===== config.mk =====
export PLATFORM = sky130hd
export DESIGN_NAME = double_click_classifier_top
export DESIGN_NICKNAME = d
export VERILOG_FILES = /design/src/sv/dcc_pkg.sv /design/src/sv/dcc_in_stage.sv /design/src/sv/dcc_core.sv /design/src/sv/double_click_classifier_top.sv
export SDC_FILE = /design/constraint.sdc
export NUM_CORES = 1
export LEC_CHECK = 0
export BUFFER_PORTS_ARGS = -buffer_cell sky130_fd_sc_hd__buf_2
export CORE_MARGIN = 1.5
export CORE_UTILIZATION = 55
export DETAILED_ROUTE_END_ITERATION = 8
export HOLD_SLACK_MARGIN = 0.05
export PLACE_DENSITY_LB_ADDON = 0.15
export SLEW_MARGIN = 20
export SYNTH_ARGS = -nofsm -noshare
export SYNTH_HDL_FRONTEND = slang
export SYNTH_HIERARCHICAL = 1
export SYNTH_SLANG_ARGS = --single-unit

===== constraint.sdc =====
create_clock -name i_clk -period 7.8 [get_ports i_clk]
set_input_delay 0.78 -clock i_clk [delete_from_list [all_inputs] [get_ports i_clk]]
set_output_delay 0.78 -clock i_clk [all_outputs]
set_load 0.01 [all_outputs]

===== src/sv/dcc_pkg.sv =====
`timescale 1ns / 1ps
// ----------------------------------------------------------------------------
// dcc_pkg
// Shared types and constants of the double click classifier.
// ----------------------------------------------------------------------------
package dcc_pkg;

    localparam int unsigned WINDOW_W     = 16;
    localparam int unsigned ELAPSED_W    = 16;
    localparam int unsigned TIME_W       = 17;
    localparam int unsigned PRESS_W      = 2;
    localparam int unsigned S_TDATA_W    = 24;
    localparam int unsigned M_TDATA_W    = 8;

    localparam logic [WINDOW_W-1:0] WINDOW_RESET = 16'd500;
    localparam logic [TIME_W-1:0]   TIME_MAX     = {TIME_W{1'b1}};
    localparam logic [PRESS_W-1:0]  PRESS_MAX    = {PRESS_W{1'b1}};

    typedef struct packed {
        logic [ELAPSED_W-1:0] elapsed;
        logic                 pointer_over;
        logic                 right_down;
        logic                 left_down;
        logic                 enabled;
    } t_tick;

    typedef struct packed {
        logic double_click;
        logic right_click;
        logic left_click;
    } t_click;

    typedef struct packed {
        logic               left_held;
        logic               right_held;
        logic               left_deferred;
        logic               right_deferred;
        logic [PRESS_W-1:0] left_presses;
        logic [PRESS_W-1:0] right_presses;
        logic [TIME_W-1:0]  window_time;
    } t_state;

    function automatic logic [PRESS_W-1:0] bump_count(input logic [PRESS_W-1:0] c);
        return (c == PRESS_MAX) ? PRESS_MAX : c + PRESS_W'(1);
    endfunction

endpackage


===== src/sv/dcc_in_stage.sv =====
`timescale 1ns / 1ps
// ----------------------------------------------------------------------------
// dcc_in_stage
// Input register for one tick; refills in the cycle it is drained.
// ----------------------------------------------------------------------------
module dcc_in_stage (
    input  logic                         i_clk,
    input  logic                         i_rst_n,
    input  logic                         i_valid,
    output logic                         o_ready,
    input  logic [dcc_pkg::S_TDATA_W-1:0] i_data,
    input  logic                         i_take,
    output logic                         o_valid,
    output dcc_pkg::t_tick               o_tick
);
    import dcc_pkg::*;

    logic  r_valid;
    logic  n_valid;
    t_tick r_tick;

    assign o_ready = !r_valid || i_take;
    assign n_valid = (i_valid && o_ready) || (r_valid && !i_take);

    always_ff @(posedge i_clk) begin
        if (!i_rst_n) begin
            r_valid <= 1'b0;
        end else begin
            r_valid <= n_valid;
        end
    end

    always_ff @(posedge i_clk) begin
        if (i_valid && o_ready) begin
            r_tick <= t_tick'(i_data[$bits(t_tick)-1:0]);
        end
    end

    assign o_valid = r_valid;
    assign o_tick  = r_tick;

endmodule


===== src/sv/dcc_core.sv =====
`timescale 1ns / 1ps
// ----------------------------------------------------------------------------
// dcc_core
// Press, window and deferred-click state with the single-pass tick update.
// ----------------------------------------------------------------------------
module dcc_core (
    input  logic                           i_clk,
    input  logic                           i_rst_n,
    input  logic                           i_adv,
    input  dcc_pkg::t_tick                 i_tick,
    input  logic [dcc_pkg::WINDOW_W-1:0]   i_window,
    output dcc_pkg::t_click                o_click,
    output dcc_pkg::t_state                o_state
);
    import dcc_pkg::*;

    t_state r_st;
    t_state n_st;
    t_click n_click;

    logic                 lh1, rh1, ldef1, rdef1;
    logic [PRESS_W-1:0]   lp1, rp1;
    logic [TIME_W:0]      sum;
    logic [TIME_W-1:0]    t1;
    logic                 any_press, over_win, decide;

    always_comb begin
        n_st    = r_st;
        n_click = '0;
        lh1       = r_st.left_held  || i_tick.left_down;
        rh1       = r_st.right_held || i_tick.right_down;
        lp1       = (i_tick.left_down && !r_st.left_held) ?
                    bump_count(r_st.left_presses) : r_st.left_presses;
        rp1       = (i_tick.right_down && !r_st.right_held) ?
                    bump_count(r_st.right_presses) : r_st.right_presses;
        any_press = (lp1 != '0) || (rp1 != '0);
        sum       = {1'b0, r_st.window_time} + (TIME_W+1)'(i_tick.elapsed);
        if (!any_press) begin
            t1 = '0;
        end else if (sum[TIME_W]) begin
            t1 = TIME_MAX;
        end else begin
            t1 = sum[TIME_W-1:0];
        end
        over_win = t1 > TIME_W'(i_window);
        decide   = (lp1 > PRESS_W'(1)) || (rp1 > PRESS_W'(1)) || over_win;
        ldef1    = r_st.left_deferred  || (over_win && (lp1 != '0) && lh1);
        rdef1    = r_st.right_deferred || (over_win && (rp1 != '0) && rh1);

        if (i_tick.enabled) begin
            n_click.double_click = decide && !over_win;
            n_click.left_click   = (over_win && (lp1 != '0) && !lh1) ||
                                   (lh1 && !i_tick.left_down && ldef1 &&
                                    i_tick.pointer_over);
            n_click.right_click  = (over_win && (rp1 != '0) && !rh1) ||
                                   (rh1 && !i_tick.right_down && rdef1 &&
                                    i_tick.pointer_over);
            n_st.left_held       = i_tick.left_down;
            n_st.right_held      = i_tick.right_down;
            n_st.left_deferred   = ldef1 && i_tick.left_down;
            n_st.right_deferred  = rdef1 && i_tick.right_down;
            n_st.left_presses    = decide ? '0 : lp1;
            n_st.right_presses   = decide ? '0 : rp1;
            n_st.window_time     = decide ? '0 : t1;
        end
    end

    always_ff @(posedge i_clk) begin
        if (!i_rst_n) begin
            r_st <= '0;
        end else if (i_adv) begin
            r_st <= n_st;
        end
    end

    assign o_click = n_click;
    assign o_state = r_st;

endmodule


===== src/sv/double_click_classifier_top.sv =====
`timescale 1ns / 1ps
// ----------------------------------------------------------------------------
// double_click_classifier_top
// Click and double-click classifier for one control, one tick per transfer.
// ----------------------------------------------------------------------------
// Each input transfer is one update tick and yields exactly one result
// transfer carrying the left, right and double click flags. A tick passes an
// input register, one short combinational update of the press counters,
// window timer and deferred-click flags, and an output register. A new tick
// is taken every cycle while the result side keeps up. The window register is
// written through the cfg channel (reset 500 ms) and is to be changed only
// while no tick is in flight.
// ----------------------------------------------------------------------------
module double_click_classifier_top (
    input  logic                          i_clk,
    input  logic                          i_rst_n,
    input  logic                          s_axis_tvalid,
    output logic                          s_axis_tready,
    // enabled, left_down, right_down, pointer_over, elapsed[15:0], zero pad
    input  logic [dcc_pkg::S_TDATA_W-1:0] s_axis_tdata,
    output logic                          m_axis_tvalid,
    input  logic                          m_axis_tready,
    // left_click, right_click, double_click, zero pad
    output logic [dcc_pkg::M_TDATA_W-1:0] m_axis_tdata,
    input  logic                          i_cfg_valid,
    output logic                          o_cfg_ready,
    input  logic [dcc_pkg::WINDOW_W-1:0]  i_cfg_data
);
    import dcc_pkg::*;

    logic                r_out_valid;
    t_click              r_out;
    logic [WINDOW_W-1:0] r_window;
    logic                in_valid;
    t_tick               in_tick;
    logic                adv;
    t_click              click;
    t_state              st;

    assign adv = in_valid && (!r_out_valid || m_axis_tready);

    dcc_in_stage u_in (
        .i_clk   (i_clk),
        .i_rst_n (i_rst_n),
        .i_valid (s_axis_tvalid),
        .o_ready (s_axis_tready),
        .i_data  (s_axis_tdata),
        .i_take  (adv),
        .o_valid (in_valid),
        .o_tick  (in_tick)
    );

    dcc_core u_core (
        .i_clk    (i_clk),
        .i_rst_n  (i_rst_n),
        .i_adv    (adv),
        .i_tick   (in_tick),
        .i_window (r_window),
        .o_click  (click),
        .o_state  (st)
    );

    assign o_cfg_ready = 1'b1;

    always_ff @(posedge i_clk) begin
        if (!i_rst_n) begin
            r_window    <= WINDOW_RESET;
            r_out_valid <= 1'b0;
        end else begin
            if (i_cfg_valid) begin
                r_window <= i_cfg_data;
            end
            if (adv) begin
                r_out_valid <= 1'b1;
            end else if (m_axis_tready) begin
                r_out_valid <= 1'b0;
            end
        end
    end

    always_ff @(posedge i_clk) begin
        if (adv) begin
            r_out <= click;
        end
    end

    assign m_axis_tvalid = r_out_valid;
    assign m_axis_tdata  = {{(M_TDATA_W-$bits(t_click)){1'b0}},
                            r_out.double_click, r_out.right_click, r_out.left_click};

    a_idle_timer: assert property (@(posedge i_clk) disable iff (!i_rst_n)
        (st.left_presses == '0 && st.right_presses == '0) |-> st.window_time == '0)
        else $error("window timer running with no press counted");

    a_left_defer: assert property (@(posedge i_clk) disable iff (!i_rst_n)
        st.left_deferred |-> st.left_held)
        else $error("left click deferred without the button held");

    a_right_defer: assert property (@(posedge i_clk) disable iff (!i_rst_n)
        st.right_deferred |-> st.right_held)
        else $error("right click deferred without the button held");

    a_out_load: assert property (@(posedge i_clk) disable iff (!i_rst_n)
        adv |=> m_axis_tvalid)
        else $error("result not presented after a tick was taken");

endmodule


==> metrics.md <==
| Metric | Value |
|---|---|
| Status | `complete, no violations` |
| Clk_lat worst skew | `340 ps` |
| Worst Path Max Fanout | `16` |
| Post-detail-place hpwl | `5310 um` |
| Post-cts gate resize count | `0` |
| IO Pins | `56` |
| Cells along the critical path | `ha_1 -> nand3_1 -> a2111oi_2 -> a221oi_2 -> o21ai_0 -> and2_1 -> nand2b_1 -> and2_1 -> ha_1 -> a21o_1 -> a211o_1 -> a221oi_1 -> a21oi_1 -> a211oi_4 -> a22o_2` |
| Vias in the first global route | `approximately 2600` |
| Net Sw Frac | `29.9%` |
| CTS tree | `done` |
| Worst path max stage delay | `660 ps` |
| Net Sw Power | `around 0.00024 W` |
| PD cells | `196 nW/um^2` |
| Post-synth top flop | `dfxtp_1` |
| Commonest non-fill, non-tap cells in the layout | `45 x buf_2, 43 x dfxtp_1, 32 x ha_1` |
| Core ar. | `6760 um^2` |
| GRT overflow | `0` |
| Flop pwr share | `47.7%` |
| Fin cells | `about 500` |
| Post-place instance area | `4000 um^2` |
| Internal power | `0.000570 W` |
| Vias | `2773` |
| Clk pwr share | `30.3%` |
| Initial Util | `56.6%` |
| CTS buffer count | `9` |
| Most common cell after layout, fill and taps aside | `buf_2` |
| All-Layer GR Usage | `between 20% and 30%` |
| Largest net degree at the start of global routing | `30` |
| CP startpoint kind | `register` |
| Hold crit path type | `register to register` |
| Ys async rst share | `0%` |
| Pre-CTS WS | `3050 ps` |
| Die H | `86.4 um` |
| Storage element area | `1550 um^2` |
| Clk buf depth | `2` |
| Max VDD drop | `0.130 mV` |
| Area growth syn-to-layout | `8.67%` |
| Cell Area, Synth | `about 3800 um^2` |
| Die X | `~86 um` |
| Hold Vio Cnt, Final | `0` |
| CP Buf/Inv Count | `0` |
| Number of synthesized flops with an enable pin | `23` |
| Unrepaired setup endpoints after global routing | `false` |
| Fin area | `4160 um^2` |
| CP top delay family | `compound AO/OA/AOI/OAI gates` |
| Synthesis Warnings | `6` |
| Initial antenna violation count | `0` |
| Crit-path slowest cell | `a211oi_4` |
| Final GP Congestion | `roughly 0.9` |
| Global-route wire length before repair | `roughly 12000 um` |
| Mean number of vias per cell | `5.57` |
| Final worst path period share | `61.2%` |
| Clock sinks | `between 60 and 70` |
| Port bufs | `between 40 and 50` |
| Drt first pass iters | `4` |
| Synth cell types | `62` |
| Synth Register Bits | `66` |
| Minimum clock period | `4780 ps` |
| Leak | `between 1.5 and 2 nW` |
| Logic pwr share | `22.0%` |
| FILL cells | `585` |
| Residual DRC count | `0` |
| Total of max-cap violations | `0` |
| Number of DRC markers in iteration 0 | `around 120` |
| Synth Instances | `370` |
| CP endpoint kind | `register` |
| Critical path type | `register to register` |
| Die area | `7460 um^2` |
| Placed insts | `482` |
| Setup Fix Bufs, Post-CTS | `0` |
| Final TNS setup | `0 ps` |
| Mean Syn Cell Area | `about 10 um^2` |
| # setup viols final | `0` |
| Routed WL | `around 7300 um` |
| Worst Path Arrival | `5050 ps` |
| CTS hold repair buffers | `0` |
| Post-route ant nets | `0` |
| Clock slew at the register clock pins of the worst setup and hold paths | `80 ps` |
| Clk root buf | `clkbuf_8` |
| Req. time, crit path | `8080 ps` |
| Worst slew margin | `49.4%` |
| CTS H-tree depth | `3` |
| Max Fclk | `0.209 GHz` |
| Slew Limit Fails | `0` |
| Row count | `30` |
| Seq/Total Area, Yosys | `40.6%` |
| Clk_skew | `12.4 ps` |
| Layout Nets | `491` |
| Area of the multi-input gates | `2030 um^2` |
| Wire per inst | `14.6 um` |
| Layout cells sized above 1 | `21.5%` |
| Antenna diodes | `0` |
| Overall Power | `0.000814 W` |
| Fin worst setup slack | `3020 ps` |
| Slew at the pin closest to its max-slew limit | `758 ps` |
layout make-up:
| cell class | count | area share (%) |
|---|---|---|
| inverters | 23 | 2.08 |
| multi-input cells | 268 | 48.9 |
| clock buffers | 11 | 3.16 |
| clock inverters | 5 | 0.692 |
| flip-flops and latches | 66 | 37.3 |
| repair buffers | 45 | 5.42 |
| well taps | 80 | 2.41 |
sequential cells by signal, summed over array words and instances (netlist names):
signal,cells
m_axis_tdata,3
m_axis_tvalid,1
u_core/o_state,25
u_in/o_tick,20
u_in/o_valid,1
r_window,16
power groups by stage:
stage	Sequential (W)	Clock, W	Combinational (W)
2_1_floorplan	0.000393	0	0.000142
3_3_place_gp	0.000395	0	0.000172
3_5_place_dp	0.000396	0	0.000177
4_1_cts	0.000388	0.000251	0.000178
5_1_grt	0.000391	0.000270	0.000200
6_report	0.000388	0.000246	0.000179
path summary, 6_finish.rpt:
kind | start | endpoint | slack [ps] | depth (start not counted)
max | u_in/o_tick[14]$_DFFE_PP_ | u_core/o_state[2]$_SDFFE_PN0P_ | 3020 | 15
min | r_window[5]$_SDFFE_PN1P_ | r_window[5]$_SDFFE_PN1P_ | 480 | 2
max reg2reg | u_in/o_tick[14]$_DFFE_PP_ | u_core/o_state[2]$_SDFFE_PN0P_ | 3020 | 15
min reg2reg | r_window[5]$_SDFFE_PN1P_ | r_window[5]$_SDFFE_PN1P_ | 480 | 2
cells by family (layout without fill, tap and decap cells):
| kind of cell | after synthesis | count (layout) | synth area share (%) |
|---|---|---|---|
| AOI/OAI and AO/OA | 105 | 105 | 20.4 |
| xor gates and xnor gates | 13 | 13 | 2.98 |
| adders and majority gates | 33 | 33 | 11.0 |
| buffers and inverters | 40 | 84 | 6.74 |
| DFF | 66 | 66 | 40.6 |
| muxes | 17 | 17 | 4.58 |
| other | 2 | 6 | 0.196 |
| and+or+nand+nor | 94 | 94 | 13.5 |
worst register-to-register path, delay by kind of cell (launching register included):
kind                     cells  cell delay [ps]
adder cells (fa/ha/maj)      2              650
AND/OR/NAND/NOR              4             1070
AO/OA/AOI/OAI                9             2610
flip-flops                   1              380
routing by layer:
metal	up-vias	global-route usage, %	part of all wire (%)	wire length [um]
li1	1427	-	-	-
met4	0	7.04	0.77	56
met2	55	31.5	43	3130
met3	5	6.00	4.4	318
met5	-	0	0	0
met1	1286	29.3	52	3780
stage by stage:
| stage | utilization (%) | hold slack, ps |
|---|---|---|
| after CTS | 61.5 | 480 |
| final | 61.5 | 476 |
| after floorplan | - | 441 |
| after global placement | 59.1 | 457 |
| after global routing | 61.5 | 503 |
| after detailed placement | 59.1 | 460 |
cell usage after synthesis (8+ instances only):
cell | number | area share [%]
dfxtp_1 | 43 | 23
ha_1 | 32 | 10
nand2_1 | 26 | 2.6
a21oi_1 | 23 | 3.0
edfxtp_1 | 23 | 18
inv_1 | 23 | 2.3
o21a_1 | 19 | 3.7
mux2i_1 | 16 | 4.2
a22o_2 | 14 | 3.7
nor2b_1 | 14 | 2.3
o21ai_0 | 13 | 1.7
nor2_1 | 9 | 0.88
xnor2_1 | 9 | 2.1
nand3_1 | 8 | 1.0
(Power assumes the default switching activity.)
